### config.mk
export PLATFORM = sky130hd
export DESIGN_NAME = json_string_body_decoder_core
export DESIGN_NICKNAME = d
export VERILOG_FILES = /design/src/hw/rtl/jsbd_pkg.sv /design/src/hw/rtl/jsbd_front.sv /design/src/hw/rtl/jsbd_queue.sv /design/src/hw/rtl/jsbd_back.sv /design/src/hw/rtl/json_string_body_decoder_core.sv
export SDC_FILE = /design/constraint.sdc
export NUM_CORES = 1
export LEC_CHECK = 0
export BUFFER_PORTS_ARGS = -buffer_cell sky130_fd_sc_hd__buf_2
export CORE_MARGIN = 1.5
export CORE_UTILIZATION = 55
export CTS_BUF_LIST = sky130_fd_sc_hd__clkbuf_4
export CTS_CLUSTER_SIZE = 14
export DETAILED_ROUTE_END_ITERATION = 6
export PLACE_DENSITY_LB_ADDON = 0.05
export REMOVE_ABC_BUFFERS = 1
export SYNTH_ARGS = -nofsm -noshare
export SYNTH_HDL_FRONTEND = slang
export SYNTH_SLANG_ARGS = --single-unit
### constraint.sdc
create_clock -name clock -period 9.2 [get_ports clock]
set_clock_uncertainty 0.2 [all_clocks]
set_input_delay 1.84 -clock clock [delete_from_list [all_inputs] [get_ports clock]]
set_output_delay 1.84 -clock clock [all_outputs]
set_load 0.02 [all_outputs]
### src/hw/rtl/jsbd_pkg.sv
// Shared types and constants for the JSON string body decoder.
`timescale 1ns / 1ps

package jsbd_pkg;

   // Decoder phase: plain text, after backslash, first \u digits,
   // backslash and u of a surrogate pair, second \u digits
   typedef enum logic [3:0] {
      PH_PLAIN = 4'd0,
      PH_ESC   = 4'd1,
      PH_HEX1  = 4'd2,
      PH_HEX2  = 4'd3,
      PH_HEX3  = 4'd4,
      PH_HEX4  = 4'd5,
      PH_BSL   = 4'd6,
      PH_U     = 4'd7,
      PH_LOW1  = 4'd8,
      PH_LOW2  = 4'd9,
      PH_LOW3  = 4'd10,
      PH_LOW4  = 4'd11
   } phase_type;

   // Result status codes
   typedef enum logic [3:0] {
      ST_RUN     = 4'd0,
      ST_DONE    = 4'd1,
      ST_CTRL    = 4'd2,
      ST_BADESC  = 4'd3,
      ST_BADHEX  = 4'd4,
      ST_NOU     = 4'd5,
      ST_NOTLOW  = 4'd6,
      ST_LONELOW = 4'd7,
      ST_EOF     = 4'd8
   } status_type;

   localparam int CP_W    = 21;
   localparam int QDEPTH  = 2;
   localparam int QPTR_W  = 1;
   localparam int QCNT_W  = 2;

   localparam logic [CP_W-1:0] CTRL_MAX  = 21'h1F;
   localparam logic [CP_W-1:0] SUPP_BASE = 21'h10000;

   // Character codes of interest
   localparam logic [CP_W-1:0] CH_QUOTE = 21'h22;
   localparam logic [CP_W-1:0] CH_BSL   = 21'h5C;
   localparam logic [CP_W-1:0] CH_SLASH = 21'h2F;
   localparam logic [CP_W-1:0] CH_B     = 21'h62;
   localparam logic [CP_W-1:0] CH_F     = 21'h66;
   localparam logic [CP_W-1:0] CH_N     = 21'h6E;
   localparam logic [CP_W-1:0] CH_R     = 21'h72;
   localparam logic [CP_W-1:0] CH_T     = 21'h74;
   localparam logic [CP_W-1:0] CH_U     = 21'h75;

   // Classified character handed from front to back
   typedef struct packed {
      status_type            status;
      logic                  encode;
      logic [CP_W-1:0]       cp;
   } cmd_type;

   // Front-to-queue push
   typedef struct packed {
      logic    valid;
      cmd_type cmd;
   } push_type;

endpackage

### src/hw/rtl/jsbd_front.sv
// Front end: accepts characters, runs the escape phase machine, emits commands.
`timescale 1ns / 1ps

module jsbd_front (
   input  logic                     clock,
   input  logic                     reset,
   input  logic                     req_tvalid,
   output logic                     req_tready,
   input  logic [jsbd_pkg::CP_W-1:0] cp,
   input  logic                     eoi,
   input  logic                     q_full,
   output jsbd_pkg::push_type       push
);

   jsbd_pkg::phase_type phase_ff, phase_in;
   logic [15:0]         acc_ff, acc_in;
   logic [9:0]          high_ff, high_in;

   logic                accept;
   logic                dig_ok;
   logic [3:0]          dig;
   logic [15:0]         acc_next;
   jsbd_pkg::cmd_type   cmd;

   assign req_tready = !q_full;
   assign accept     = req_tvalid && req_tready;

   // Hex digit decode
   always_comb begin
      dig_ok = 1'b0;
      dig    = cp[3:0];
      if (cp inside {[21'h30:21'h39]}) begin
         dig_ok = 1'b1;
      end else if (cp inside {[21'h41:21'h46], [21'h61:21'h66]}) begin
         dig_ok = 1'b1;
         dig    = cp[3:0] + 4'd9;
      end
   end

   assign acc_next = {acc_ff[11:0], dig};

   // Next phase and command for the current character
   always_comb begin
      phase_in   = phase_ff;
      acc_in     = acc_ff;
      high_in    = high_ff;
      cmd.status = jsbd_pkg::ST_RUN;
      cmd.encode = 1'b0;
      cmd.cp     = cp;
      if (eoi) begin
         cmd.status = jsbd_pkg::ST_EOF;
      end else begin
         case (phase_ff)
            jsbd_pkg::PH_ESC: begin
               if (cp <= jsbd_pkg::CTRL_MAX) begin
                  cmd.status = jsbd_pkg::ST_CTRL;
               end else begin
                  phase_in = jsbd_pkg::PH_PLAIN;
                  case (cp)
                     jsbd_pkg::CH_QUOTE, jsbd_pkg::CH_BSL, jsbd_pkg::CH_SLASH: begin
                        cmd.encode = 1'b1;
                     end
                     jsbd_pkg::CH_B: begin
                        cmd.encode = 1'b1;
                        cmd.cp     = 21'h08;
                     end
                     jsbd_pkg::CH_F: begin
                        cmd.encode = 1'b1;
                        cmd.cp     = 21'h0C;
                     end
                     jsbd_pkg::CH_N: begin
                        cmd.encode = 1'b1;
                        cmd.cp     = 21'h0A;
                     end
                     jsbd_pkg::CH_R: begin
                        cmd.encode = 1'b1;
                        cmd.cp     = 21'h0D;
                     end
                     jsbd_pkg::CH_T: begin
                        cmd.encode = 1'b1;
                        cmd.cp     = 21'h09;
                     end
                     jsbd_pkg::CH_U: begin
                        acc_in   = 16'd0;
                        phase_in = jsbd_pkg::PH_HEX1;
                     end
                     default: begin
                        cmd.status = jsbd_pkg::ST_BADESC;
                     end
                  endcase
               end
            end
            jsbd_pkg::PH_HEX1, jsbd_pkg::PH_HEX2, jsbd_pkg::PH_HEX3,
            jsbd_pkg::PH_LOW1, jsbd_pkg::PH_LOW2, jsbd_pkg::PH_LOW3: begin
               if (!dig_ok) begin
                  cmd.status = jsbd_pkg::ST_BADHEX;
               end else begin
                  acc_in   = acc_next;
                  phase_in = jsbd_pkg::phase_type'(phase_ff + 4'd1);
               end
            end
            jsbd_pkg::PH_HEX4: begin
               if (!dig_ok) begin
                  cmd.status = jsbd_pkg::ST_BADHEX;
               end else begin
                  acc_in = 16'd0;
                  if (acc_next[15:10] == 6'b110110) begin
                     high_in  = acc_next[9:0];
                     phase_in = jsbd_pkg::PH_BSL;
                  end else if (acc_next[15:10] == 6'b110111) begin
                     cmd.status = jsbd_pkg::ST_LONELOW;
                  end else begin
                     cmd.encode = 1'b1;
                     cmd.cp     = {5'd0, acc_next};
                     phase_in   = jsbd_pkg::PH_PLAIN;
                  end
               end
            end
            jsbd_pkg::PH_LOW4: begin
               if (!dig_ok) begin
                  cmd.status = jsbd_pkg::ST_BADHEX;
               end else begin
                  acc_in = 16'd0;
                  if (acc_next[15:10] != 6'b110111) begin
                     cmd.status = jsbd_pkg::ST_NOTLOW;
                  end else begin
                     // join the surrogate pair
                     cmd.encode = 1'b1;
                     cmd.cp     = jsbd_pkg::SUPP_BASE + {1'b0, high_ff, acc_next[9:0]};
                     high_in    = 10'd0;
                     phase_in   = jsbd_pkg::PH_PLAIN;
                  end
               end
            end
            jsbd_pkg::PH_BSL: begin
               if (cp != jsbd_pkg::CH_BSL) cmd.status = jsbd_pkg::ST_NOU;
               else                        phase_in   = jsbd_pkg::PH_U;
            end
            jsbd_pkg::PH_U: begin
               if (cp != jsbd_pkg::CH_U) begin
                  cmd.status = jsbd_pkg::ST_NOU;
               end else begin
                  acc_in   = 16'd0;
                  phase_in = jsbd_pkg::PH_LOW1;
               end
            end
            default: begin
               // plain text; unused phase codes behave the same
               phase_in = jsbd_pkg::PH_PLAIN;
               if (cp <= jsbd_pkg::CTRL_MAX)   cmd.status = jsbd_pkg::ST_CTRL;
               else if (cp == jsbd_pkg::CH_BSL)  phase_in   = jsbd_pkg::PH_ESC;
               else if (cp == jsbd_pkg::CH_QUOTE) cmd.status = jsbd_pkg::ST_DONE;
               else                              cmd.encode = 1'b1;
            end
         endcase
      end
      // end of string or error: back to a clean start
      if (cmd.status != jsbd_pkg::ST_RUN) begin
         phase_in   = jsbd_pkg::PH_PLAIN;
         acc_in     = 16'd0;
         high_in    = 10'd0;
         cmd.encode = 1'b0;
      end
   end

   always_ff @(posedge clock) begin
      if (reset) begin
         phase_ff <= jsbd_pkg::PH_PLAIN;
         acc_ff   <= 16'd0;
         high_ff  <= 10'd0;
      end else if (accept) begin
         phase_ff <= phase_in;
         acc_ff   <= acc_in;
         high_ff  <= high_in;
      end
   end

   assign push.valid = accept;
   assign push.cmd   = cmd;

endmodule

### src/hw/rtl/jsbd_queue.sv
// Two-entry command queue between the front end and the encoder.
`timescale 1ns / 1ps

module jsbd_queue (
   input  logic               clock,
   input  logic               reset,
   input  jsbd_pkg::push_type push,
   output logic               full,
   output logic               head_valid,
   output jsbd_pkg::cmd_type  head,
   input  logic               pop
);

   jsbd_pkg::cmd_type                 mem_ff [jsbd_pkg::QDEPTH];
   logic [jsbd_pkg::QPTR_W-1:0]       wr_ff, wr_in;
   logic [jsbd_pkg::QPTR_W-1:0]       rd_ff, rd_in;
   logic [jsbd_pkg::QCNT_W-1:0]       cnt_ff, cnt_in;
   logic                              do_pop;

   assign full       = (cnt_ff == jsbd_pkg::QCNT_W'(jsbd_pkg::QDEPTH));
   assign head_valid = (cnt_ff != '0);
   assign head       = mem_ff[rd_ff];
   assign do_pop     = pop && head_valid;

   // Pointer and fill count update
   always_comb begin
      wr_in  = push.valid ? wr_ff + 1'b1 : wr_ff;
      rd_in  = do_pop ? rd_ff + 1'b1 : rd_ff;
      cnt_in = cnt_ff;
      if (push.valid && !do_pop)      cnt_in = cnt_ff + 1'b1;
      else if (!push.valid && do_pop) cnt_in = cnt_ff - 1'b1;
   end

   always_ff @(posedge clock) begin
      if (reset) begin
         wr_ff  <= '0;
         rd_ff  <= '0;
         cnt_ff <= '0;
      end else begin
         wr_ff  <= wr_in;
         rd_ff  <= rd_in;
         cnt_ff <= cnt_in;
      end
   end

   // Entry storage
   always_ff @(posedge clock) begin
      if (push.valid) begin
         mem_ff[wr_ff] <= push.cmd;
      end
   end

endmodule

### src/hw/rtl/jsbd_back.sv
// Back end: UTF-8 encoder with the result output register.
`timescale 1ns / 1ps

module jsbd_back (
   input  logic              clock,
   input  logic              reset,
   input  logic              head_valid,
   input  jsbd_pkg::cmd_type head,
   output logic              pop,
   output logic              rsp_tvalid,
   input  logic              rsp_tready,
   output logic [39:0]       rsp_tdata
);

   logic        valid_ff, valid_in;
   logic [39:0] data_ff, data_in;
   logic [2:0]  count;
   logic [7:0]  b0, b1, b2, b3;
   logic [20:0] c;

   assign c   = head.cp;
   assign pop = head_valid && (!valid_ff || rsp_tready);

   // UTF-8 byte layout by code point range
   always_comb begin
      count = 3'd0;
      b0    = 8'd0;
      b1    = 8'd0;
      b2    = 8'd0;
      b3    = 8'd0;
      if (head.encode && head.status == jsbd_pkg::ST_RUN) begin
         if (c < 21'h80) begin
            count = 3'd1;
            b0    = c[7:0];
         end else if (c < 21'h800) begin
            count = 3'd2;
            b0    = {3'b110, c[10:6]};
            b1    = {2'b10, c[5:0]};
         end else if (c < 21'h10000) begin
            count = 3'd3;
            b0    = {4'b1110, c[15:12]};
            b1    = {2'b10, c[11:6]};
            b2    = {2'b10, c[5:0]};
         end else begin
            count = 3'd4;
            b0    = {5'b11110, c[20:18]};
            b1    = {2'b10, c[17:12]};
            b2    = {2'b10, c[11:6]};
            b3    = {2'b10, c[5:0]};
         end
      end
   end

   // Output register: load on pop, drop on take
   always_comb begin
      valid_in = valid_ff;
      data_in  = data_ff;
      if (pop) begin
         valid_in = 1'b1;
         data_in  = {1'b0, head.status, b3, b2, b1, b0, count};
      end else if (rsp_tready) begin
         valid_in = 1'b0;
      end
   end

   always_ff @(posedge clock) begin
      if (reset) valid_ff <= 1'b0;
      else       valid_ff <= valid_in;
   end

   always_ff @(posedge clock) begin
      data_ff <= data_in;
   end

   assign rsp_tvalid = valid_ff;
   assign rsp_tdata  = data_ff;

endmodule

### src/hw/rtl/json_string_body_decoder_core.sv
// Top level of the JSON string body decoder.
// Each result is written into a queue entry, then loaded into the output register.
// One character per cycle if the queue has room; one escape phase step per character.
// Under output stall the two-entry queue plus the output register hold three results.
// Reset (synchronous, active high) returns to the plain phase with an empty queue and no result.
// Exactly one result transaction is produced per accepted input transaction.
`timescale 1ns / 1ps

module json_string_body_decoder_core (
   input  logic        clock,
   input  logic        reset,
   input  logic        req_tvalid,
   output logic        req_tready,
   input  logic [23:0] req_tdata,   // [20:0] code_point, [23:21] zero
   input  logic        req_tlast,   // end_of_input
   output logic        rsp_tvalid,
   input  logic        rsp_tready,
   output logic [39:0] rsp_tdata    // [2:0] byte_count, [10:3] out_byte0,
                                    // [18:11] out_byte1, [26:19] out_byte2,
                                    // [34:27] out_byte3, [38:35] status, [39] zero
);

   jsbd_pkg::push_type push;
   jsbd_pkg::cmd_type  head;
   logic               q_full;
   logic               head_valid;
   logic               pop;

   jsbd_front u_front (
      .clock      (clock),
      .reset      (reset),
      .req_tvalid (req_tvalid),
      .req_tready (req_tready),
      .cp         (req_tdata[20:0]),
      .eoi        (req_tlast),
      .q_full     (q_full),
      .push       (push)
   );

   jsbd_queue u_queue (
      .clock      (clock),
      .reset      (reset),
      .push       (push),
      .full       (q_full),
      .head_valid (head_valid),
      .head       (head),
      .pop        (pop)
   );

   jsbd_back u_back (
      .clock      (clock),
      .reset      (reset),
      .head_valid (head_valid),
      .head       (head),
      .pop        (pop),
      .rsp_tvalid (rsp_tvalid),
      .rsp_tready (rsp_tready),
      .rsp_tdata  (rsp_tdata)
   );

endmodule

; Word level (Yosys, flattened, before mapping)
; Memories as Yosys holds them, arrays and structs flattened. A register that Yosys moved wholly into a read port is not among the register bits.
; Cells that the tools add are included.
[classes]
mux = 80
add_sub_neg = 7
order_cmp = 10
eq_ne = 38
n_bitwise = 1
reduce_logical = 33
[op_table]
columns = operator, count
row1 = $eq 21x7->1 const B, 7
row2 = $mux 22, 6
row3 = $pmux 21 s5, 1
row4 = $mux 12, 7
row5 = $mux 4, 18
row6 = $pmux 21 s3, 1
row7 = $mux 10, 6
row8 = $pmux 12 s4, 1
row9 = $pmux 4 s6, 2
row10 = $eq 21x6->1 const B, 2
row11 = $ge 21x7->1 const B, 2
row12 = $le 21x7->1 const B, 2
row13 = $ne 21x7->1 const B, 2
row14 = $mux 8, 4
row15 = $mux 25, 1
row16 = $add 17x20->21 const A, 1
row17 = $ge 21x6->1 const B, 1
row18 = $le 21x5->1 const B, 1
row19 = $le 21x6->1 const B, 1
row20 = $lt 21x12->1 const B, 1
row21 = $lt 21x17->1 const B, 1
row22 = $lt 21x8->1 const B, 1
row23 = $pmux 10 s2, 1
row24 = $mux 3, 6
row25 = 40 further kinds, 93
[totals]
mem_bits_rw = 52
ff_bits = 70
n_memories = 1
[mem_list]
columns = memory, words, width, rd, rd_ports_with_merged_regs, write_ports, line
row1 = u_queue.mem_ff, 2, 26, 1, 1, 1, jsbd_queue.sv:14  ; jsbd_pkg::cmd_type mem_ff [jsbd_pkg::QDEPTH];

; Depth between registers and ports, before layout
[depth]
word_depth = 13
ltp_mapped = 12
depth_no_buf = 9

; By module
; From an unflattened synthesis, not the netlist that was laid out.
[hier_totals]
cells_unflattened = 595
hier_area_um2 = 6416.2
[modules_own_cells]
columns = module, instances, cells_each, area_per_inst_um2
row1 = jsbd_front, 1, 350, 2620.0
row2 = jsbd_queue, 1, 103, 2085.8
row3 = jsbd_back, 1, 142, 1710.4

; Worst setup path after synthesis
; No wires, ideal clock.
[synth_timing]
path_type = input port to flip-flop
from = input port req_tdata[1]
to = memory u_queue.mem_ff[0][2] (netlist name), data pin
path_buffers = 1
setup_slack_ps = 4747
t_required_ps = 8735
path_stages = 10
t_arrival_ps = 3989
path_cell_list = buf_2 inv_1 ha_1 nor4b_1 nand4_1 a311oi_4 a21oi_2 o311ai_2 nand2b_1 o32a_1
[synth_rtl]
columns = element, line
row1 = "start, declared", json_string_body_decoder_core.sv:14  ; input logic [23:0] req_tdata,
row2 = "end, declared", jsbd_queue.sv:14

; Final worst setup path
[layout_timing]
from = input port req_tdata[0]
to = register u_front.phase_ff[2]
[layout_between]
elab_chain_cells = 11
elab_cells_between_ends = 49
classes_between = order compare: 7 / eq/ne: 20 / mux: 15 / reduce/logical: 7
[layout_lines]
columns = element, line
row1 = $ge 21x7->1 / $le 21x7->1 (equally long branches), jsbd_front.sv:34  ; end else if (cp inside {[21'h41:21'h46], [21'h61:21'h66]}) begin
row2 = $logic_and 1x1->1, jsbd_front.sv:34
row3 = $reduce_bool 2->1, jsbd_front.sv:34
row4 = $mux 1, jsbd_front.sv:34
row5 = $mux 1, jsbd_front.sv:32  ; if (cp inside {[21'h30:21'h39]}) begin
row6 = $mux 4 (tied with other cells), jsbd_front.sv:120  ; if (!dig_ok) begin
row7 = $pmux 4 s6, jsbd_front.sv:53  ; case (phase_ff)
row8 = $mux 4, jsbd_front.sv:50  ; if (eoi) begin
row9 = $reduce_bool 4->1, jsbd_front.sv:158  ; if (cmd.status != jsbd_pkg::ST_RUN) begin
row10 = $ne 4x3->1 (no source line) (tied with other cells), n/a
row11 = $reduce_and 10->1 (no source line), n/a
row12 = "end signal, assigned", jsbd_front.sv:168  ; phase_ff <= jsbd_pkg::PH_PLAIN;
row13 = "end signal, assigned", jsbd_front.sv:172  ; phase_ff <= phase_in;
row14 = "end, declared", jsbd_front.sv:15  ; jsbd_pkg::phase_type phase_ff, phase_in;
; Several ways; a longest one is shown, not always the timed one.
; A chain may end at the register's enable or synchronous reset.

==> flow_summary.toml <==
[grt]
met2_usage = 0.3554
grt_use_total = 0.2269
met1_usage = 0.3034
grt_busiest_layer = "met2"
grt_use_met3 = 0.05522
grt_start_max_net_pins = 46
grt_pass1_vias = 4464
grt_antenna_before_repair = 0
grt_pass1_wl_um = 22250
gr-total-overflow = 0

[timing]
worst_pin_slew_ns = 1.194
rsz0062_at_grt = "false"
finalCriticalPeriod_ns = 4.810
setup_viol = 0
final.period_utilization = 0.5228
hold_viol_final = 0
tns_ns = 0
max_freq_mhz = 207.9
drv_slew = 0
slew_headroom = 0.2041

[clocking]
cts_setup_buffers = 0
clk_latency_ns = 0.50
cts.sinks = 119
h-tree-depth = 4
cts_buffer_depth = 2
cts_tree = "done"
cts_resized = 0
clk_pin_slew_worst_paths_ns = 0.10
hold_buffers = 0
numCtsBuffers = 17
clock-root-buffer = "clkbuf_4"

[synthesis]
syn_area_um2 = 6442
yosysSeqAreaShare = 0.5050
synth_edf_count = 87
synth_cells = 581
yosysTopAreaCell = "edfxtp_1"
synth-seq-cells = 119
netlist.area_leader.share = 0.4055
synthTopCellsByArea = "edfxtp_1 (41%), dfxtp_1 (9.9%), mux2i_1 (2.8%), a21oi_1 (2.5%), nor2_1 (2.4%)"
synth_async_sr_flop_share = 0
ys.warnings.count = 0
avgSynthCellArea_um2 = 11.09
synth_flop_cell = "edfxtp_1"
synth_cell_types = 84

[worst_setup_path]
r2r_end = "u_back.rsp_tdata[16]$_SDFFCE_PP0P_"
critPathLaunchType = "primary input"
crit_path_end_kind = "register"
crit_required_ns = 9.42
crit_arrival_ns = 5.03
path_class = "primary input to register"
rr_worst_depth = 8
rrSetupSlack_ns = 5.50
crit_fanout = 12

[final_layout]
drive_gt1_frac = 0.2279
area_growth_pct = 9.633
ff_latch_area_um2 = 3253
fin_nets = 671
n_antenna_cell = 0
multi_input_area_um2 = 2884
fill_cells = 961

[hold_path]
hold_path_class = "register to register"
min_delay_worst_endpoint = "u_front.high_ff[0]$_SDFFE_PP0P_"
hold_path_depth = 2
min_from = "u_front.high_ff[0]$_SDFFE_PP0P_"

[place]
place.gp.congestion = 0.8240
portBuffers = 63
hpwl_um = 9954

[route]
routed_via_density = 5.930
drc = 0
wirelength_um = 13650
ant_nets = 0
vias = 4673
wl_per_cell_um = 17.33
drtIter0Drc = 253
dr.pass1.iters = 5

[power_and_ir_drop]
p_sw_frac = 0.3297
vdd_drop_max_mv = 0.1737
power_density_nw_per_um2 = 224.7
power.share.sequential = 0.470
pwr-share-comb = 0.294
p_clk_frac = 0.236
internal_power_mw = 1.064
finalPower_mw = 1.587
p_leak_nw = 2.602
power_switching_mw = 0.5232

[die]
core_um2 = 11420
die-area_um2 = 12370
die_h_um = 111.2
ios = 71
start_util = 0.5642
row_count = 39
dieWidth_um = 111.2

[flow_run]
drv_cap = 0

[run_status]
status = "finished clean"
==> cells in the final DEF, fill, tap and decap left out, types with 18 or more instances in the layout <==
master | Yosys | layout
dfxtp_1 | 32 | 32
nor3_1 | 19 | 19
buf_2 | 11 | 63
mux2i_1 | 18 | 18
clkbuf_4 | 0 | 20
a21oi_1 | 32 | 32
nor2_1 | 42 | 41
inv_1 | 31 | 31
nand2_1 | 34 | 34
edfxtp_1 | 87 | 87
==> layer usage <==
metal,share of wire,wire length (um),vias to the layer above
met5,0,0,-
met1,0.46,6285,2197
met2,0.47,6354,159
li1,-,-,2298
met4,0.024,331,0
met3,0.050,682,19
==> worst max-delay path by stage <==
stage / from / end / slack (ns) / depth (start not counted)
after floorplan: req_tdata[7] / u_front.acc_ff[0]$_SDFFE_PP0P_ / 4.88 / 7
after global placement: req_tdata[0] / u_front.phase_ff[2]$_SDFFE_PP0P_ / 4.02 / 10
after detailed placement: req_tdata[0] / u_front.phase_ff[2]$_SDFFE_PP0P_ / 3.98 / 10
after CTS: req_tdata[0] / u_front.phase_ff[2]$_SDFFE_PP0P_ / 4.51 / 10
after global routing: req_tdata[0] / u_front.phase_ff[2]$_SDFFE_PP0P_ / 4.23 / 10
final: req_tdata[0] / u_front.phase_ff[2]$_SDFFE_PP0P_ / 4.39 / 10
==> through the flow <==
| stage | setup WS [ns] | cells | util | cell area [um^2] | hold WS, ns |
|---|---|---|---|---|---|
| after floorplan | 4.881 | 546 | - | 6251 | 0.2545 |
| after global placement | 4.023 | 756 | 0.5936 | 6778 | 0.2654 |
| after detailed placement | 3.982 | 756 | 0.5936 | 6778 | 0.2740 |
| after CTS | 4.508 | 788 | 0.6186 | 7063 | 0.2896 |
| after global routing | 4.230 | 788 | 0.6186 | 7063 | 0.3141 |
| final | 4.390 | 788 | 0.6186 | 7063 | 0.2912 |
==> cells by family (layout without fill, tap and decap cells) <==
group	after synthesis	after routing	share of synthesized area
buffers and inverters	69	130	0.04952
AND/OR/NAND/NOR	197	197	0.1761
AO/OA/AOI/OAI	131	131	0.1536
adder cells (fa/ha/maj)	10	10	0.01942
other	1	4	0.0005821
XOR/XNOR	10	10	0.01359
flip-flops	119	119	0.5050
multiplexers	44	44	0.08215
==> power by group through the flow <==
stage               Sequential, mW  Combinational [mW]  Clock, mW
detailed placement           0.760               0.468          0
global placement             0.754               0.461          0
global route                 0.757               0.509      0.406
CTS                          0.747               0.471      0.383
finish                       0.746               0.467      0.374
floorplan                    0.861               0.220          0
==> Yosys cell counts (3+ instances only) <==
cell type	number
mux2i_1	18
o21ai_0	16
and2_1	6
nand4b_1	4
a21oi_1	32
o32ai_1	11
or3_1	4
and3_1	8
a21o_1	12
nand2_1	34
nand3b_1	3
nor3_1	19
dfxtp_1	32
a22o_1	4
xor2_1	5
buf_2	11
mux2_4	9
inv_1	31
nand3_1	14
mux2_2	13
nor2b_1	14
edfxtp_1	87
o22ai_1	3
o211ai_1	4
nor2_1	42
a211oi_1	9
a31oi_1	6
nor4_4	3
nand4_1	11
ha_1	10
buf_4	6
xnor2_1	5
nand2b_1	7
a221o_1	6
nor3b_1	4
clkbuf_1	19
==> registers in the layout, summed over array words and instances, names as in the netlist, named ones only <==
name               cells
u_back.rsp_tdata      35
u_back.rsp_tvalid      1
u_front.acc_ff        12
u_front.high_ff       10
u_front.phase_ff       4
u_queue.cnt_ff         2
u_queue.mem_ff        52
u_queue.rd_ff          1
u_queue.wr_ff          1
==> critical path, stage by stage <==
cell	delay (ns)
buf_2	0.16
inv_1	0.12
ha_1	0.24
nor4bb_1	0.25
a221oi_1	0.15
nor3_2	0.51
a21o_1	0.40
nand4b_1	0.62
or3b_1	0.57
a31oi_1	0.16
==> cell type report <==
cell class | count | area share
inverters | 31 | 0.01647
clock inverters | 12 | 0.01913
well taps | 143 | 0.02533
multi-input cells | 396 | 0.4083
flip-flops and latches | 119 | 0.4606
clock buffers | 20 | 0.02126
repair buffers | 67 | 0.04889
(Power assumes the default switching activity.)
